## config.mk

```make
export PLATFORM = sky130hd
export DESIGN_NAME = power_key_sequencer_with_vcc_report_unit_flat
export DESIGN_NICKNAME = d
export VERILOG_FILES = /design/src/rtl/core/pksv_pkg.sv /design/src/rtl/core/pksv_if.sv /design/src/rtl/core/power_key_sequencer_with_vcc_report_unit.sv /design/src/rtl/core/pksv_div.sv /design/src/rtl/core/pksv_ctrl.sv /design/src/rtl/core/pksv_dp.sv /design/src/flat_wrapper.sv
export SDC_FILE = /design/constraint.sdc
export NUM_CORES = 1
export LEC_CHECK = 0
export ABC_AREA = 1
export BUFFER_PORTS_ARGS = -buffer_cell sky130_fd_sc_hd__buf_2
export CORE_AREA = 2 2 143 145
export CTS_BUF_LIST = sky130_fd_sc_hd__clkbuf_4 sky130_fd_sc_hd__clkbuf_8
export DETAILED_ROUTE_END_ITERATION = 10
export DIE_AREA = 0 0 145 147
export PLACE_DENSITY_LB_ADDON = 0.12
export REMOVE_ABC_BUFFERS = 1
export SYNTH_ARGS = -nofsm -noshare
export SYNTH_HDL_FRONTEND = slang
export SYNTH_HIERARCHICAL = 1
export SYNTH_SLANG_ARGS = --single-unit
```

## constraint.sdc

```tcl
create_clock -name clk -period 5.6 [get_ports clk]
set_clock_uncertainty 0.2 [all_clocks]
set_input_delay 0.56 -clock clk [delete_from_list [all_inputs] [get_ports clk]]
set_output_delay 0.56 -clock clk [all_outputs]
set_load 0.02 [all_outputs]
```

## src/rtl/core/pksv_pkg.sv

```systemverilog
// Package for the power key sequencer with supply voltage report.
// Holds the sizing constants, command and reply codes, state types and the
// command/status structs shared by the controller and the datapath.
package pksv_pkg;

	localparam int AVG_LOG2 = 3;
	localparam int ADC_BITS = 10;

	localparam int CFG_IDX_W = 2;
	localparam int CFG_DATA_W = 12;
	localparam int BANDGAP_W = 12;
	localparam int ON_HOLD_W = 8;
	localparam int HOLD_W = 12;
	localparam int DELAY_W = 10;

	localparam int DISCARD_N = 2;
	localparam int AVG_N = 1 << AVG_LOG2;
	localparam int FIRST_KEPT = DISCARD_N + 1;
	localparam int LAST_IDX = DISCARD_N + AVG_N;
	localparam int IDX_W = $clog2(LAST_IDX + 1);
	localparam int SUM_W = ADC_BITS + AVG_LOG2;

	localparam int NUM_W = BANDGAP_W + ADC_BITS;
	localparam int DEN_W = ADC_BITS;
	localparam int DIV_CNT_W = $clog2(NUM_W);
	localparam int VCC_W = 16;

	localparam logic [HOLD_W-1:0] HOLD_MAX = {HOLD_W{1'b1}};

	localparam logic [BANDGAP_W-1:0] BANDGAP_RST = 12'd1190;
	localparam logic [ON_HOLD_W-1:0] ON_HOLD_RST = 8'd180;
	localparam logic [HOLD_W-1:0] OFF_HOLD_RST = 12'd1900;
	localparam logic [DELAY_W-1:0] OFF_DELAY_RST = 10'd600;

	localparam logic [CFG_IDX_W-1:0] REG_BANDGAP = 2'd0;
	localparam logic [CFG_IDX_W-1:0] REG_ON_HOLD = 2'd1;
	localparam logic [CFG_IDX_W-1:0] REG_OFF_HOLD = 2'd2;
	localparam logic [CFG_IDX_W-1:0] REG_OFF_DELAY = 2'd3;

	localparam logic [1:0] CMD_TICK = 2'd0;
	localparam logic [1:0] CMD_RX = 2'd1;
	localparam logic [1:0] CMD_SAMPLE = 2'd2;

	localparam logic [7:0] BYTE_MEASURE = 8'h58;
	localparam logic [7:0] BYTE_CHARGE = 8'h59;
	localparam logic [7:0] BYTE_SHUTDOWN = 8'h6a;
	localparam logic [7:0] REPLY_CHARGING = 8'h01;
	localparam logic [7:0] REPLY_IDLE = 8'h00;

	typedef enum logic [1:0] {
		MODE_OFF,
		MODE_ON,
		MODE_PENDING
	} mode_t;

	typedef enum logic [1:0] {
		ST_IDLE,
		ST_DIV,
		ST_HI,
		ST_LO
	} ctrl_state_t;

	typedef struct packed {
		logic take;
		logic load_one;
		logic div_start;
		logic load_hi;
		logic load_lo;
	} ctrl_cmd_t;

	typedef struct packed {
		logic out_free;
		logic fin;
		logic div_busy;
	} dp_status_t;

endpackage

```

## src/rtl/core/pksv_if.sv

```systemverilog
// Channel interfaces for the power key sequencer: input items, result items
// and configuration writes. Depends on pksv_pkg for field widths.
interface pksv_req_if;
	logic valid;
	logic ready;
	logic [1:0] command;
	logic key_pressed;
	logic charge_pin_high;
	logic [7:0] rx_byte;
	logic [pksv_pkg::ADC_BITS-1:0] adc_sample;

	modport source (output valid, command, key_pressed, charge_pin_high, rx_byte,
		adc_sample, input ready);
	modport sink (input valid, command, key_pressed, charge_pin_high, rx_byte,
		adc_sample, output ready);
endinterface

interface pksv_rsp_if;
	logic valid;
	logic ready;
	logic power_enable;
	logic tx_valid;
	logic [7:0] tx_byte;
	logic sample_wanted;
	logic last;

	modport source (output valid, power_enable, tx_valid, tx_byte, sample_wanted, last,
		input ready);
	modport sink (input valid, power_enable, tx_valid, tx_byte, sample_wanted, last,
		output ready);
endinterface

interface pksv_cfg_if;
	logic valid;
	logic ready;
	logic [pksv_pkg::CFG_IDX_W-1:0] index;
	logic [pksv_pkg::CFG_DATA_W-1:0] data;

	modport source (output valid, index, data, input ready);
	modport sink (input valid, index, data, output ready);
endinterface

```

## src/rtl/core/power_key_sequencer_with_vcc_report_unit.sv

```systemverilog
// Top level of the power key sequencer with supply voltage report.
// Ticks, UART bytes and samples give one result in the cycle after acceptance;
// a new transaction is taken every cycle the result register is free.
// The sample that ends a measurement starts the divider; its two results, high byte
// then low, follow once it is done; the next transaction is taken after the low byte.
// Asynchronous active-low reset: power mode off, counters zero, registers at defaults.
module power_key_sequencer_with_vcc_report_unit (
	input  logic        clk,
	input  logic        arst_n,
	pksv_req_if.sink    req,
	pksv_rsp_if.source  rsp,
	pksv_cfg_if.sink    cfg
);

	pksv_pkg::ctrl_cmd_t  cmd;
	pksv_pkg::dp_status_t status;

	pksv_ctrl u_ctrl (
		.clk      (clk),
		.arst_n   (arst_n),
		.in_valid (req.valid),
		.in_ready (req.ready),
		.status   (status),
		.cmd      (cmd)
	);

	pksv_dp u_dp (
		.clk             (clk),
		.arst_n          (arst_n),
		.cmd             (cmd),
		.status          (status),
		.command         (req.command),
		.key_pressed     (req.key_pressed),
		.charge_pin_high (req.charge_pin_high),
		.rx_byte         (req.rx_byte),
		.adc_sample      (req.adc_sample),
		.cfg_valid       (cfg.valid),
		.cfg_ready       (cfg.ready),
		.cfg_index       (cfg.index),
		.cfg_data        (cfg.data),
		.out_valid       (rsp.valid),
		.out_ready       (rsp.ready),
		.power_enable    (rsp.power_enable),
		.tx_valid        (rsp.tx_valid),
		.tx_byte         (rsp.tx_byte),
		.sample_wanted   (rsp.sample_wanted),
		.last            (rsp.last)
	);

endmodule

```

## src/rtl/core/pksv_div.sv

```systemverilog
// Restoring divider, one quotient bit per cycle, for the voltage report.
// Depends on pksv_pkg for the numerator and divisor widths.
module pksv_div (
	input  logic                          clk,
	input  logic                          arst_n,
	input  logic                          start,
	input  logic [pksv_pkg::NUM_W-1:0]    num,
	input  logic [pksv_pkg::DEN_W-1:0]    den,
	output logic                          busy,
	output logic [pksv_pkg::NUM_W-1:0]    quo
);

	logic                            busy_q;
	logic [pksv_pkg::DIV_CNT_W-1:0]  cnt_q;
	logic [pksv_pkg::DEN_W-1:0]      den_q;
	logic [pksv_pkg::DEN_W-1:0]      rem_q;
	logic [pksv_pkg::NUM_W-1:0]      quo_q;
	logic [pksv_pkg::DEN_W:0]        trial;
	logic                            qbit;
	logic [pksv_pkg::DEN_W-1:0]      rem_d;

	always_comb begin
		trial = {rem_q, quo_q[pksv_pkg::NUM_W-1]};
		qbit = (trial >= {1'b0, den_q});
		if (qbit) begin
			rem_d = pksv_pkg::DEN_W'(trial - {1'b0, den_q});
		end else begin
			rem_d = trial[pksv_pkg::DEN_W-1:0];
		end
	end

	always_ff @(posedge clk or negedge arst_n) begin
		if (!arst_n) begin
			busy_q <= 1'b0;
			cnt_q <= '0;
		end else if (start) begin
			busy_q <= 1'b1;
			cnt_q <= '0;
		end else if (busy_q) begin
			if (cnt_q == pksv_pkg::DIV_CNT_W'(pksv_pkg::NUM_W - 1)) begin
				busy_q <= 1'b0;
			end
			cnt_q <= cnt_q + 1'b1;
		end
	end

	always_ff @(posedge clk) begin
		if (start) begin
			den_q <= den;
			rem_q <= '0;
			quo_q <= num;
		end else if (busy_q) begin
			rem_q <= rem_d;
			quo_q <= {quo_q[pksv_pkg::NUM_W-2:0], qbit};
		end
	end

	assign busy = busy_q;
	assign quo = quo_q;

endmodule

```

## src/rtl/core/pksv_ctrl.sv

```systemverilog
// Controller state machine: accepts items, runs the divider for a finished
// measurement and sequences the two reply bytes. Depends on pksv_pkg.
module pksv_ctrl (
	input  logic                    clk,
	input  logic                    arst_n,
	input  logic                    in_valid,
	output logic                    in_ready,
	input  pksv_pkg::dp_status_t    status,
	output pksv_pkg::ctrl_cmd_t     cmd
);

	pksv_pkg::ctrl_state_t state_q;
	pksv_pkg::ctrl_state_t state_d;

	always_ff @(posedge clk or negedge arst_n) begin
		if (!arst_n) begin
			state_q <= pksv_pkg::ST_IDLE;
		end else begin
			state_q <= state_d;
		end
	end

	always_comb begin
		state_d = state_q;
		cmd = '0;
		in_ready = 1'b0;
		unique case (state_q)
			pksv_pkg::ST_IDLE: begin
				in_ready = status.out_free;
				if (in_valid && status.out_free) begin
					cmd.take = 1'b1;
					if (status.fin) begin
						cmd.div_start = 1'b1;
						state_d = pksv_pkg::ST_DIV;
					end else begin
						cmd.load_one = 1'b1;
					end
				end
			end
			pksv_pkg::ST_DIV: begin
				if (!status.div_busy) begin
					state_d = pksv_pkg::ST_HI;
				end
			end
			pksv_pkg::ST_HI: begin
				if (status.out_free) begin
					cmd.load_hi = 1'b1;
					state_d = pksv_pkg::ST_LO;
				end
			end
			pksv_pkg::ST_LO: begin
				if (status.out_free) begin
					cmd.load_lo = 1'b1;
					state_d = pksv_pkg::ST_IDLE;
				end
			end
			default: begin
				state_d = pksv_pkg::ST_IDLE;
			end
		endcase
	end

endmodule

```

## src/rtl/core/pksv_dp.sv

```systemverilog
// Datapath: configuration registers, power and key state, sample averaging,
// divider and the result register. Depends on pksv_pkg and pksv_div.
module pksv_dp (
	input  logic                              clk,
	input  logic                              arst_n,
	input  pksv_pkg::ctrl_cmd_t               cmd,
	output pksv_pkg::dp_status_t              status,
	input  logic [1:0]                        command,
	input  logic                              key_pressed,
	input  logic                              charge_pin_high,
	input  logic [7:0]                        rx_byte,
	input  logic [pksv_pkg::ADC_BITS-1:0]     adc_sample,
	input  logic                              cfg_valid,
	output logic                              cfg_ready,
	input  logic [pksv_pkg::CFG_IDX_W-1:0]    cfg_index,
	input  logic [pksv_pkg::CFG_DATA_W-1:0]   cfg_data,
	output logic                              out_valid,
	input  logic                              out_ready,
	output logic                              power_enable,
	output logic                              tx_valid,
	output logic [7:0]                        tx_byte,
	output logic                              sample_wanted,
	output logic                              last
);

	logic [pksv_pkg::BANDGAP_W-1:0] bandgap_q;
	logic [pksv_pkg::ON_HOLD_W-1:0] on_hold_q;
	logic [pksv_pkg::HOLD_W-1:0]    off_hold_q;
	logic [pksv_pkg::DELAY_W-1:0]   off_delay_q;

	pksv_pkg::mode_t                mode_q;
	pksv_pkg::mode_t                mode_d;
	logic [pksv_pkg::HOLD_W-1:0]    hold_q;
	logic [pksv_pkg::HOLD_W-1:0]    hold_d;
	logic [pksv_pkg::HOLD_W-1:0]    hold_inc;
	logic [pksv_pkg::DELAY_W-1:0]   sd_q;
	logic [pksv_pkg::DELAY_W-1:0]   sd_d;
	logic [pksv_pkg::IDX_W-1:0]     idx_q;
	logic [pksv_pkg::IDX_W-1:0]     idx_d;
	logic [pksv_pkg::SUM_W-1:0]     sum_q;
	logic [pksv_pkg::SUM_W-1:0]     sum_d;
	logic [pksv_pkg::SUM_W-1:0]     sum_acc;
	logic                           reply_v;
	logic [7:0]                     reply_b;
	logic                           fin;

	logic                           div_busy;
	logic [pksv_pkg::NUM_W-1:0]     div_quo;
	logic [pksv_pkg::VCC_W-1:0]     vcc;

	logic                           out_valid_q;
	logic                           power_q;
	logic                           tx_valid_q;
	logic [7:0]                     tx_byte_q;
	logic                           wanted_q;
	logic                           last_q;

	assign cfg_ready = 1'b1;

	always_ff @(posedge clk or negedge arst_n) begin
		if (!arst_n) begin
			bandgap_q <= pksv_pkg::BANDGAP_RST;
			on_hold_q <= pksv_pkg::ON_HOLD_RST;
			off_hold_q <= pksv_pkg::OFF_HOLD_RST;
			off_delay_q <= pksv_pkg::OFF_DELAY_RST;
		end else if (cfg_valid) begin
			unique case (cfg_index)
				pksv_pkg::REG_BANDGAP: bandgap_q <= cfg_data[pksv_pkg::BANDGAP_W-1:0];
				pksv_pkg::REG_ON_HOLD: on_hold_q <= cfg_data[pksv_pkg::ON_HOLD_W-1:0];
				pksv_pkg::REG_OFF_HOLD: off_hold_q <= cfg_data[pksv_pkg::HOLD_W-1:0];
				pksv_pkg::REG_OFF_DELAY: off_delay_q <= cfg_data[pksv_pkg::DELAY_W-1:0];
				default: begin
				end
			endcase
		end
	end

	assign sum_acc = sum_q + pksv_pkg::SUM_W'(adc_sample);

	always_comb begin
		mode_d = mode_q;
		hold_d = hold_q;
		sd_d = sd_q;
		idx_d = idx_q;
		sum_d = sum_q;
		reply_v = 1'b0;
		reply_b = pksv_pkg::REPLY_IDLE;
		fin = 1'b0;
		if (!key_pressed) begin
			hold_inc = '0;
		end else if (hold_q == pksv_pkg::HOLD_MAX) begin
			hold_inc = hold_q;
		end else begin
			hold_inc = hold_q + 1'b1;
		end
		unique case (command)
			pksv_pkg::CMD_TICK: begin
				hold_d = hold_inc;
				if (mode_q == pksv_pkg::MODE_OFF) begin
					if (key_pressed && (hold_inc >= pksv_pkg::HOLD_W'(on_hold_q))) begin
						mode_d = pksv_pkg::MODE_ON;
						hold_d = '0;
					end
				end else if ((key_pressed && (hold_inc >= off_hold_q)) ||
					((mode_q == pksv_pkg::MODE_PENDING) && (sd_q == '0))) begin
					mode_d = pksv_pkg::MODE_OFF;
					hold_d = '0;
					sd_d = '0;
					idx_d = '0;
					sum_d = '0;
				end else if (mode_q == pksv_pkg::MODE_PENDING) begin
					sd_d = sd_q - 1'b1;
				end
			end
			pksv_pkg::CMD_RX: begin
				if (mode_q == pksv_pkg::MODE_ON) begin
					priority if (rx_byte == pksv_pkg::BYTE_SHUTDOWN) begin
						mode_d = pksv_pkg::MODE_PENDING;
						sd_d = off_delay_q;
					end else if (rx_byte == pksv_pkg::BYTE_CHARGE) begin
						reply_v = 1'b1;
						reply_b = charge_pin_high ? pksv_pkg::REPLY_IDLE
							: pksv_pkg::REPLY_CHARGING;
					end else if (rx_byte == pksv_pkg::BYTE_MEASURE) begin
						if (idx_q == '0) begin
							idx_d = pksv_pkg::IDX_W'(1);
							sum_d = '0;
						end
					end else begin
					end
				end
			end
			pksv_pkg::CMD_SAMPLE: begin
				if (idx_q != '0) begin
					if (idx_q >= pksv_pkg::IDX_W'(pksv_pkg::FIRST_KEPT)) begin
						sum_d = sum_acc;
					end
					if (idx_q == pksv_pkg::IDX_W'(pksv_pkg::LAST_IDX)) begin
						fin = 1'b1;
						idx_d = '0;
						sum_d = '0;
					end else begin
						idx_d = idx_q + 1'b1;
					end
				end
			end
			default: begin
			end
		endcase
	end

	always_ff @(posedge clk or negedge arst_n) begin
		if (!arst_n) begin
			mode_q <= pksv_pkg::MODE_OFF;
			hold_q <= '0;
			sd_q <= '0;
			idx_q <= '0;
			sum_q <= '0;
		end else if (cmd.take) begin
			mode_q <= mode_d;
			hold_q <= hold_d;
			sd_q <= sd_d;
			idx_q <= idx_d;
			sum_q <= sum_d;
		end
	end

	pksv_div u_div (
		.clk    (clk),
		.arst_n (arst_n),
		.start  (cmd.div_start),
		.num    ({bandgap_q, {pksv_pkg::ADC_BITS{1'b0}}}),
		.den    (sum_acc[pksv_pkg::SUM_W-1:pksv_pkg::AVG_LOG2]),
		.busy   (div_busy),
		.quo    (div_quo)
	);

	assign vcc = (div_quo[pksv_pkg::NUM_W-1:pksv_pkg::VCC_W] != '0) ? {pksv_pkg::VCC_W{1'b1}}
		: div_quo[pksv_pkg::VCC_W-1:0];

	always_ff @(posedge clk or negedge arst_n) begin
		if (!arst_n) begin
			out_valid_q <= 1'b0;
		end else if (cmd.load_one || cmd.load_hi || cmd.load_lo) begin
			out_valid_q <= 1'b1;
		end else if (out_ready) begin
			out_valid_q <= 1'b0;
		end
	end

	always_ff @(posedge clk) begin
		if (cmd.load_one) begin
			power_q <= (mode_d != pksv_pkg::MODE_OFF);
			tx_valid_q <= reply_v;
			tx_byte_q <= reply_b;
			wanted_q <= (idx_d != '0);
			last_q <= 1'b1;
		end else if (cmd.load_hi || cmd.load_lo) begin
			power_q <= (mode_q != pksv_pkg::MODE_OFF);
			tx_valid_q <= 1'b1;
			tx_byte_q <= cmd.load_hi ? vcc[15:8] : vcc[7:0];
			wanted_q <= (idx_q != '0);
			last_q <= cmd.load_lo;
		end
	end

	assign status.out_free = !out_valid_q || out_ready;
	assign status.fin = fin;
	assign status.div_busy = div_busy;

	assign out_valid = out_valid_q;
	assign power_enable = power_q;
	assign tx_valid = tx_valid_q;
	assign tx_byte = tx_byte_q;
	assign sample_wanted = wanted_q;
	assign last = last_q;

endmodule
```

## src/flat_wrapper.sv

```systemverilog
// flat-port wrapper written by rule: the top's interface ports become plain ports
module power_key_sequencer_with_vcc_report_unit_flat 
  (clk, arst_n, req_valid, req_command, req_key_pressed, req_charge_pin_high, req_rx_byte, req_adc_sample, req_ready, rsp_valid, rsp_power_enable, rsp_tx_valid, rsp_tx_byte, rsp_sample_wanted, rsp_last, rsp_ready, cfg_valid, cfg_index, cfg_data, cfg_ready);
  pksv_req_if req_i ();
  pksv_rsp_if rsp_i ();
  pksv_cfg_if cfg_i ();
  input  logic clk;
  input  logic arst_n;
  input wire logic [$bits(req_i.valid)-1:0] req_valid;
  input wire logic [$bits(req_i.command)-1:0] req_command;
  input wire logic [$bits(req_i.key_pressed)-1:0] req_key_pressed;
  input wire logic [$bits(req_i.charge_pin_high)-1:0] req_charge_pin_high;
  input wire logic [$bits(req_i.rx_byte)-1:0] req_rx_byte;
  input wire logic [$bits(req_i.adc_sample)-1:0] req_adc_sample;
  output wire logic [$bits(req_i.ready)-1:0] req_ready;
  output wire logic [$bits(rsp_i.valid)-1:0] rsp_valid;
  output wire logic [$bits(rsp_i.power_enable)-1:0] rsp_power_enable;
  output wire logic [$bits(rsp_i.tx_valid)-1:0] rsp_tx_valid;
  output wire logic [$bits(rsp_i.tx_byte)-1:0] rsp_tx_byte;
  output wire logic [$bits(rsp_i.sample_wanted)-1:0] rsp_sample_wanted;
  output wire logic [$bits(rsp_i.last)-1:0] rsp_last;
  input wire logic [$bits(rsp_i.ready)-1:0] rsp_ready;
  input wire logic [$bits(cfg_i.valid)-1:0] cfg_valid;
  input wire logic [$bits(cfg_i.index)-1:0] cfg_index;
  input wire logic [$bits(cfg_i.data)-1:0] cfg_data;
  output wire logic [$bits(cfg_i.ready)-1:0] cfg_ready;
  assign req_i.valid = req_valid;
  assign req_i.command = req_command;
  assign req_i.key_pressed = req_key_pressed;
  assign req_i.charge_pin_high = req_charge_pin_high;
  assign req_i.rx_byte = req_rx_byte;
  assign req_i.adc_sample = req_adc_sample;
  assign req_ready = req_i.ready;
  assign rsp_valid = rsp_i.valid;
  assign rsp_power_enable = rsp_i.power_enable;
  assign rsp_tx_valid = rsp_i.tx_valid;
  assign rsp_tx_byte = rsp_i.tx_byte;
  assign rsp_sample_wanted = rsp_i.sample_wanted;
  assign rsp_last = rsp_i.last;
  assign rsp_i.ready = rsp_ready;
  assign cfg_i.valid = cfg_valid;
  assign cfg_i.index = cfg_index;
  assign cfg_i.data = cfg_data;
  assign cfg_ready = cfg_i.ready;
  power_key_sequencer_with_vcc_report_unit u_core (.clk(clk), .arst_n(arst_n), .req(req_i), .rsp(rsp_i), .cfg(cfg_i));
endmodule
```

# ---- Yosys cells after proc, flatten, opt, wreduce, memory -nomap -nowiden
# Cells that the tools add are included.
dict set report op_classes {
  n_eq_ne 32
  n_addsub 6
  reduce_logical 34
  n_mux 84
  magnitude_cmp 4
}
# op count
set ops {}
lappend ops {{$mux 13} 10}
lappend ops {{$mux 10} 6}
lappend ops {{$mux 12} 5}
lappend ops {{$mux 22} 2}
lappend ops {{$pmux 13 s3} 1}
lappend ops {{$mux 4} 9}
lappend ops {{$mux 1} 29}
lappend ops {{$ne 2x2->1 const B} 14}
lappend ops {{$eq 8x7->1 const B} 3}
lappend ops {{$mux 8} 3}
lappend ops {{$mux 2} 10}
lappend ops {{$pmux 10 s2} 1}
lappend ops {{$mux 16} 1}
lappend ops {{$add 13x10->13} 1}
lappend ops {{$add 12x1->12 const B} 1}
lappend ops {{$eq 12x12->1 const B} 1}
lappend ops {{$eq 2x2->1 const B} 6}
lappend ops {{$ge 12x12->1} 1}
lappend ops {{$ge 12x8->1} 1}
lappend ops {{$pmux 4 s3} 1}
lappend ops {{$reduce_bool 2->1} 6}
lappend ops {{$ge 11x10->1} 1}
lappend ops {{$reduce_and 11->1} 1}
lappend ops {{$logic_not 10->1} 1}
lappend ops {{other kinds (24)} 45}
dict set report word_totals {
  inputBits 41
  ff_bits 146
  elab_cells 182
}

# ---- Logic depth before layout (Yosys ltp)
dict set report logic_depth {
  depth_word 11
  depth_mapped 30
  ltp_nobuf 29
}

# ---- Modules after synthesis
# Netlist, hierarchy kept.
# module area_each_um2 n_inst cells_each
set modules_own_cells {}
lappend modules_own_cells {pksv_dp 5943.2 1 797}
lappend modules_own_cells {pksv_div 2642.5 1 316}
lappend modules_own_cells {pksv_ctrl 226.5 1 32}

# ---- Worst setup path after synthesis
# Ideal clock, no wire load.
dict set report synth_timing {
  path_type {reg2reg}
  startpoint {register u_core/u_dp/hold_q[0] (netlist name)}
  endpoint {register u_core/u_dp/sd_q[2] (netlist name)}
  synth_period_minus_slack_ps 3145
  path_stages_with_launch 25
  setup_slack_ps 2455
  t_arrival_ps 2829
  cell_sequence {dfrtp_1 > ha_1 > nand2_1 > nor2_1 > nand2_1 > inv_2 > nand2_2 > buf_6 > inv_1 > nor3_1 > a211oi_1 > ha_1 > nand2_1 > inv_1 > nand2_1 > nand2_1 > nand2_1 > nand4_1 > nand2_1 > nand3_2 > o21ai_2 > inv_2 > buf_2 > nand2_1 > nand2_1}
}
dict set report synth_between {
  elab_chain_cells 9
  elab_cells_between_ends 12
}
# item line_no
set synth_rtl {}
lappend synth_rtl {{start, declared} pksv_dp.sv:33} ;# logic [pksv_pkg::HOLD_W-1:0] hold_q;
lappend synth_rtl {{start signal, assigned} pksv_dp.sv:161} ;# hold_q <= hold_d;
lappend synth_rtl {{$add 12x1->12 / $eq 12x12->1 (equally long branches)} {pksv_dp.sv:94, pksv_dp.sv:91}}
lappend synth_rtl {{$mux 12 *} pksv_dp.sv:91} ;# end else if (hold_q == pksv_pkg::HOLD_MAX) begin
lappend synth_rtl {{$mux 12 *} pksv_dp.sv:89} ;# if (!key_pressed) begin
lappend synth_rtl {{$ge 12x12->1 *} pksv_dp.sv:104} ;# end else if ((key_pressed && (hold_inc >= off_hold_q)) ||
lappend synth_rtl {{$logic_and 1x1->1 *} pksv_dp.sv:104}
lappend synth_rtl {{$logic_or 1x1->1 *} pksv_dp.sv:104}
lappend synth_rtl {{$mux 10} pksv_dp.sv:104}
lappend synth_rtl {{$mux 10} pksv_dp.sv:99} ;# if (mode_q == pksv_pkg::MODE_OFF) begin
lappend synth_rtl {{$pmux 10 s2} pksv_dp.sv:96} ;# unique case (command)
lappend synth_rtl {{end signal, assigned} pksv_dp.sv:156} ;# sd_q <= '0;
lappend synth_rtl {{end signal, assigned} pksv_dp.sv:162} ;# sd_q <= sd_d;
lappend synth_rtl {{end, declared} pksv_dp.sv:36} ;# logic [pksv_pkg::DELAY_W-1:0] sd_q;
# Every way passes the cells marked *; elsewhere a longest branch is shown, timed or not. The select of a mux whose other input is x is not followed.
# A chain may end at the register's enable or synchronous reset.

# ---- Worst setup path in the final report
dict set report layout_timing {
  startpoint {register u_core/u_dp/hold_q[0] (netlist name)}
  endpoint {register u_core/u_dp/sum_q[12] (netlist name)}
}
dict set report layout_between {
  elab_chain_cells 8
  elab_cells_between_ends 9
}
# item line_no
set layout_rtl {}
lappend layout_rtl {{$add 12x1->12 / $eq 12x12->1 (equally long branches)} {pksv_dp.sv:94, pksv_dp.sv:91}}
lappend layout_rtl {{$mux 12 *} pksv_dp.sv:91}
lappend layout_rtl {{$mux 12 *} pksv_dp.sv:89}
lappend layout_rtl {{$ge 12x12->1 *} pksv_dp.sv:104}
lappend layout_rtl {{$logic_and 1x1->1 *} pksv_dp.sv:104}
lappend layout_rtl {{$logic_or 1x1->1 *} pksv_dp.sv:104}
lappend layout_rtl {{$ne 2x2->1 (no source line) *} n/a}
lappend layout_rtl {{$reduce_and 11->1 (no source line) *} n/a}
lappend layout_rtl {{end signal, assigned} pksv_dp.sv:164} ;# sum_q <= sum_d;
lappend layout_rtl {{end, declared} pksv_dp.sv:40} ;# logic [pksv_pkg::SUM_W-1:0] sum_q;
# Every way passes the cells marked *; elsewhere a longest branch is shown, timed or not.

==> impl_metrics.py <==
metrics = {
    "power_and_ir_drop": {
        "peakVddDrop_mv": 0.156,
        "p_int_uw": 2780,
        "power_frac_comb_pct": 40.0,
        "power.leakage_uw": 0.00498,
        "swShare_pct": 39.7,
        "power_frac_seq_pct": 38.3,
        "p_switching_uw": 1830,
        "p_clk_share_pct": 21.7,
        "powerDensity_mw_per_mm2": 471,
    },
    "floorplanning": {
        "start_util_pct": 44.4,
        "fp.dieW_um": 145,
        "die_y_um": 147,
        "ios": 56,
        "coreArea_mm2": 0.0198,
        "std_cell_rows": 52,
        "die-area_mm2": 0.0213,
    },
    "yosys": {
        "yosys.area.top_type": "dfrtp_1",
        "yosysWarnings": 6,
        "synth_cell_types": 49,
        "ys.flop_type": "dfrtp_1",
        "netlist_instances": 1145,
        "yosys.cell_count.top_type": "nand2_1",
        "synthTopCellsByCount": "nand2_1, inv_1, o21ai_0",
        "synth_top_area_share_pct": 20.4,
        "synthesis.area_mm2": 0.00881,
        "synthArstFlopShare_pct": 63.0,
        "avgSynthCellArea_um2": 7.70,
        "ys_seq_area_share_pct": 43.6,
        "synth_area_leaders": "dfrtp_1, nand2_1, edfxtp_1",
        "synth_edf_count": 43,
        "synth_seq_cells": 146,
    },
    "cts": {
        "cts_resized": 0,
        "clkSinkCount": 146,
        "clock_latency_ns": 0.45,
        "numCtsBuffers": 17,
        "h-tree-depth": 4,
        "tritoncts": "done",
        "clockRootBuffer": "clkbuf_8",
        "path_clk_slew_ns": 0.08,
        "cts.path.max_buffers": 2,
    },
    "critical_path": {
        "cp_common_cell": "nand2_1",
        "worst-path-max-fanout": 13,
        "ff2ff_path_depth": 22,
        "crit_chain": "ha_1, nand2_1, nor2_1, nand2_1, inv_2, nand2_2, nand2_1, a21oi_1, o21ai_0, inv_1, ha_1, nand2_1, nor2_1, and2_1, nand2_1, nand4_1, nand2_1, nand3_2, nand2_1, nor2_4, nand2_1, o21ai_0",
        "criticalPathCategory": "register to register",
        "ff2ff_setup_slack_ns": 1.83,
        "crit_arrival_ns": 3.93,
        "crit_path_end": "u_core/u_dp/sum_q[12]",
        "slowest_delay_ns": 0.42,
        "critPathSlowestCell": "dfrtp_1",
        "end_kind": "register",
        "r2r-end": "u_core/u_dp/sum_q[12]",
        "required_ns": 5.77,
        "r2r_start": "u_core/u_dp/hold_q[0]",
        "cp-startpoint": "u_core/u_dp/hold_q[0]",
        "crit_path_start_kind": "register",
    },
    "detailed_routing": {
        "wl_per_cell_um": 13.5,
        "wl_met3_um": 511,
        "drt_wl_total_mm": 20.0,
        "drc_errors": 0,
        "wl_met2_mm": 9.19,
        "ant_nets": 0,
        "highest-signal-layer": "met4",
        "drt-met1-wl_mm": 10.1,
        "via_per_inst": 4.81,
        "vias": 7140,
        "dr.pass1.iters": 5,
        "initialDrtViolationCount": 372,
    },
    "status": {
        "status": "finished, final reports clean",
    },
    "min_path": {
        "hold_start": "cfg_data[11]",
        "hold_class": "input pin to register",
    },
    "placed_design": {
        "dp_hpwl_mm": 15.0,
        "dp_cells": 1450,
        "io_buffers": 54,
        "gp_congestion": 0.836,
    },
    "layout": {
        "final_cells": 1483,
        "regArea_mm2": 0.00384,
        "fillCellCount": 2015,
        "layout-drive-gt1-share_pct": 12.4,
        "multi_input_area_mm2": 0.00418,
        "layout.nets": 1294,
        "area_delta_synth_final_pct": 11.1,
        "diodes": 0,
    },
    "grt": {
        "antenna_found_initial": 0,
        "gr-total-overflow": 0,
        "grt_max_degree": 50,
        "grt_pass1_wl_mm": 33.7,
        "grt_use_total_pct": 19.5,
        "first_global_vias": 6945,
    },
    "timing": {
        "final.period_utilization_pct": 67.3,
        "setup_viol": 0,
        "rsz0062_at_grt": "no",
        "fin_setup_tns_ns": 0,
        "min_period_ns": 3.77,
        "slew_headroom_pct": 29.9,
        "hold_viol": 0,
        "slew_violations": 0,
        "fmax_mhz": 266,
        "tightest_slew_ns": 1.05,
    },
    "run": {
        "max-cap-violations": 0,
    },
}
==> cells in the final DEF (no fill, tap or decap), types with 3 or more instances in the layout <==
cell	instances
a211oi_1	3
a21oi_1	26
a31oi_1	11
buf_2	53
buf_4	4
bufinv_16	6
clkbuf_4	3
clkbuf_8	18
clkinv_2	3
conb_1	11
dfrtp_1	72
dfstp_2	20
dfxtp_1	11
edfxtp_1	43
ha_1	51
inv_1	167
inv_2	6
nand2_1	378
nand2_2	8
nand3_1	76
nand3_2	6
nand3b_1	5
nand4_1	9
nor2_1	55
nor2_2	6
nor3_1	15
nor3_2	3
o21ai_0	81
o21ai_1	10
o21ai_2	3
xnor2_1	4
xor2_1	20
==> critical path: cells and delay by family (launching register included) <==
kind	cells	cell delay [ns]
AO/OA/AOI/OAI	3	0.23
buffers and inverters	2	0.20
adder cells (fa/ha/maj)	2	0.51
AND/OR/NAND/NOR	15	2.12
flip-flops	1	0.42
==> cell type report <==
class / instances / share of cell area (%)
clock buffer: 21 / 2.76
clock inverter: 11 / 2.15
inverter: 173 / 6.64
multi-input combinational: 804 / 42.7
sequential: 146 / 39.2
tap: 270 / 3.45
timing repair buffer: 58 / 3.12
==> flip-flops by register name, indices dropped and copies added, names as in the netlist, 2 cells and up <==
name / count
u_core/u_ctrl/state_q: 2
u_core/u_dp/bandgap_q: 12
u_core/u_dp/hold_q: 12
u_core/u_dp/idx_q: 4
u_core/u_dp/mode_q: 2
u_core/u_dp/off_delay_q: 10
u_core/u_dp/off_hold_q: 12
u_core/u_dp/on_hold_q: 8
u_core/u_dp/sd_q: 10
u_core/u_dp/sum_q: 13
u_core/u_dp/tx_byte: 8
u_core/u_dp/u_div/cnt_q: 5
u_core/u_dp/u_div/den_q: 10
u_core/u_dp/u_div/quo: 22
u_core/u_dp/u_div/rem_q: 10
==> routing by layer <==
metal,track usage (%),vias up
li1,-,3753
met1,26.9,3273
met3,3.11,22
met5,0,-
met4,5.15,0
met2,32.3,92
==> through the flow <==
| stage | hold WS, ns | instance area [um2] | total power [uW] | util (%) | setup slack (ns) |
|---|---|---|---|---|---|
| 6_report | 0.186 | 9790 | 4610 | 49.3 | 1.83 |
| 5_1_grt | 0.170 | 9790 | 5020 | 49.3 | 1.39 |
| 4_1_cts | 0.157 | 9790 | 4660 | 49.3 | 1.78 |
| 3_5_place_dp | 0.233 | 9300 | 3630 | 46.8 | 1.82 |
| 3_3_place_gp | 0.233 | 9300 | 3620 | 46.8 | 1.98 |
| 2_1_floorplan | 0.0644 | 8660 | 3140 | - | 1.79 |
==> repair_timing <==
| item | CTS | global route |
|---|---|---|
| buffers inserted | 0 | 0 |
| hold buffers | 1 | 0 |
| endpoints found under the hold margin | 43 | 0 |
==> power groups by stage <==
| stage | logic (uW) | clock network, uW | registers, uW |
|---|---|---|---|
| final | 1850 | 1000 | 1770 |
| after global routing | 2140 | 1060 | 1810 |
| after CTS | 1860 | 1030 | 1770 |
| after detailed placement | 1850 | 0 | 1780 |
| after global placement | 1830 | 0 | 1780 |
| after floorplan | 1390 | 0 | 1750 |
==> kinds of logic after synthesis <==
logic type,synth area share (%)
compound gates,9.04
simple gates,27.8
xor+xnor,2.39
fa+ha+maj,7.70
buf+inv,9.47
other cells,0.0852
flops,43.6
==> worst min path at each step <==
stage | end | cells after the start
2_1_floorplan | u_core/u_ctrl/state_q[0] | 0
4_1_cts | u_core/u_dp/off_hold_q[11] | 3
3_5_place_dp | u_core/u_dp/last | 2
3_3_place_gp | u_core/u_dp/last | 2
6_report | u_core/u_dp/off_hold_q[11] | 3
5_1_grt | u_core/u_dp/off_hold_q[11] | 3
Power figures use the tool's default switching activity.
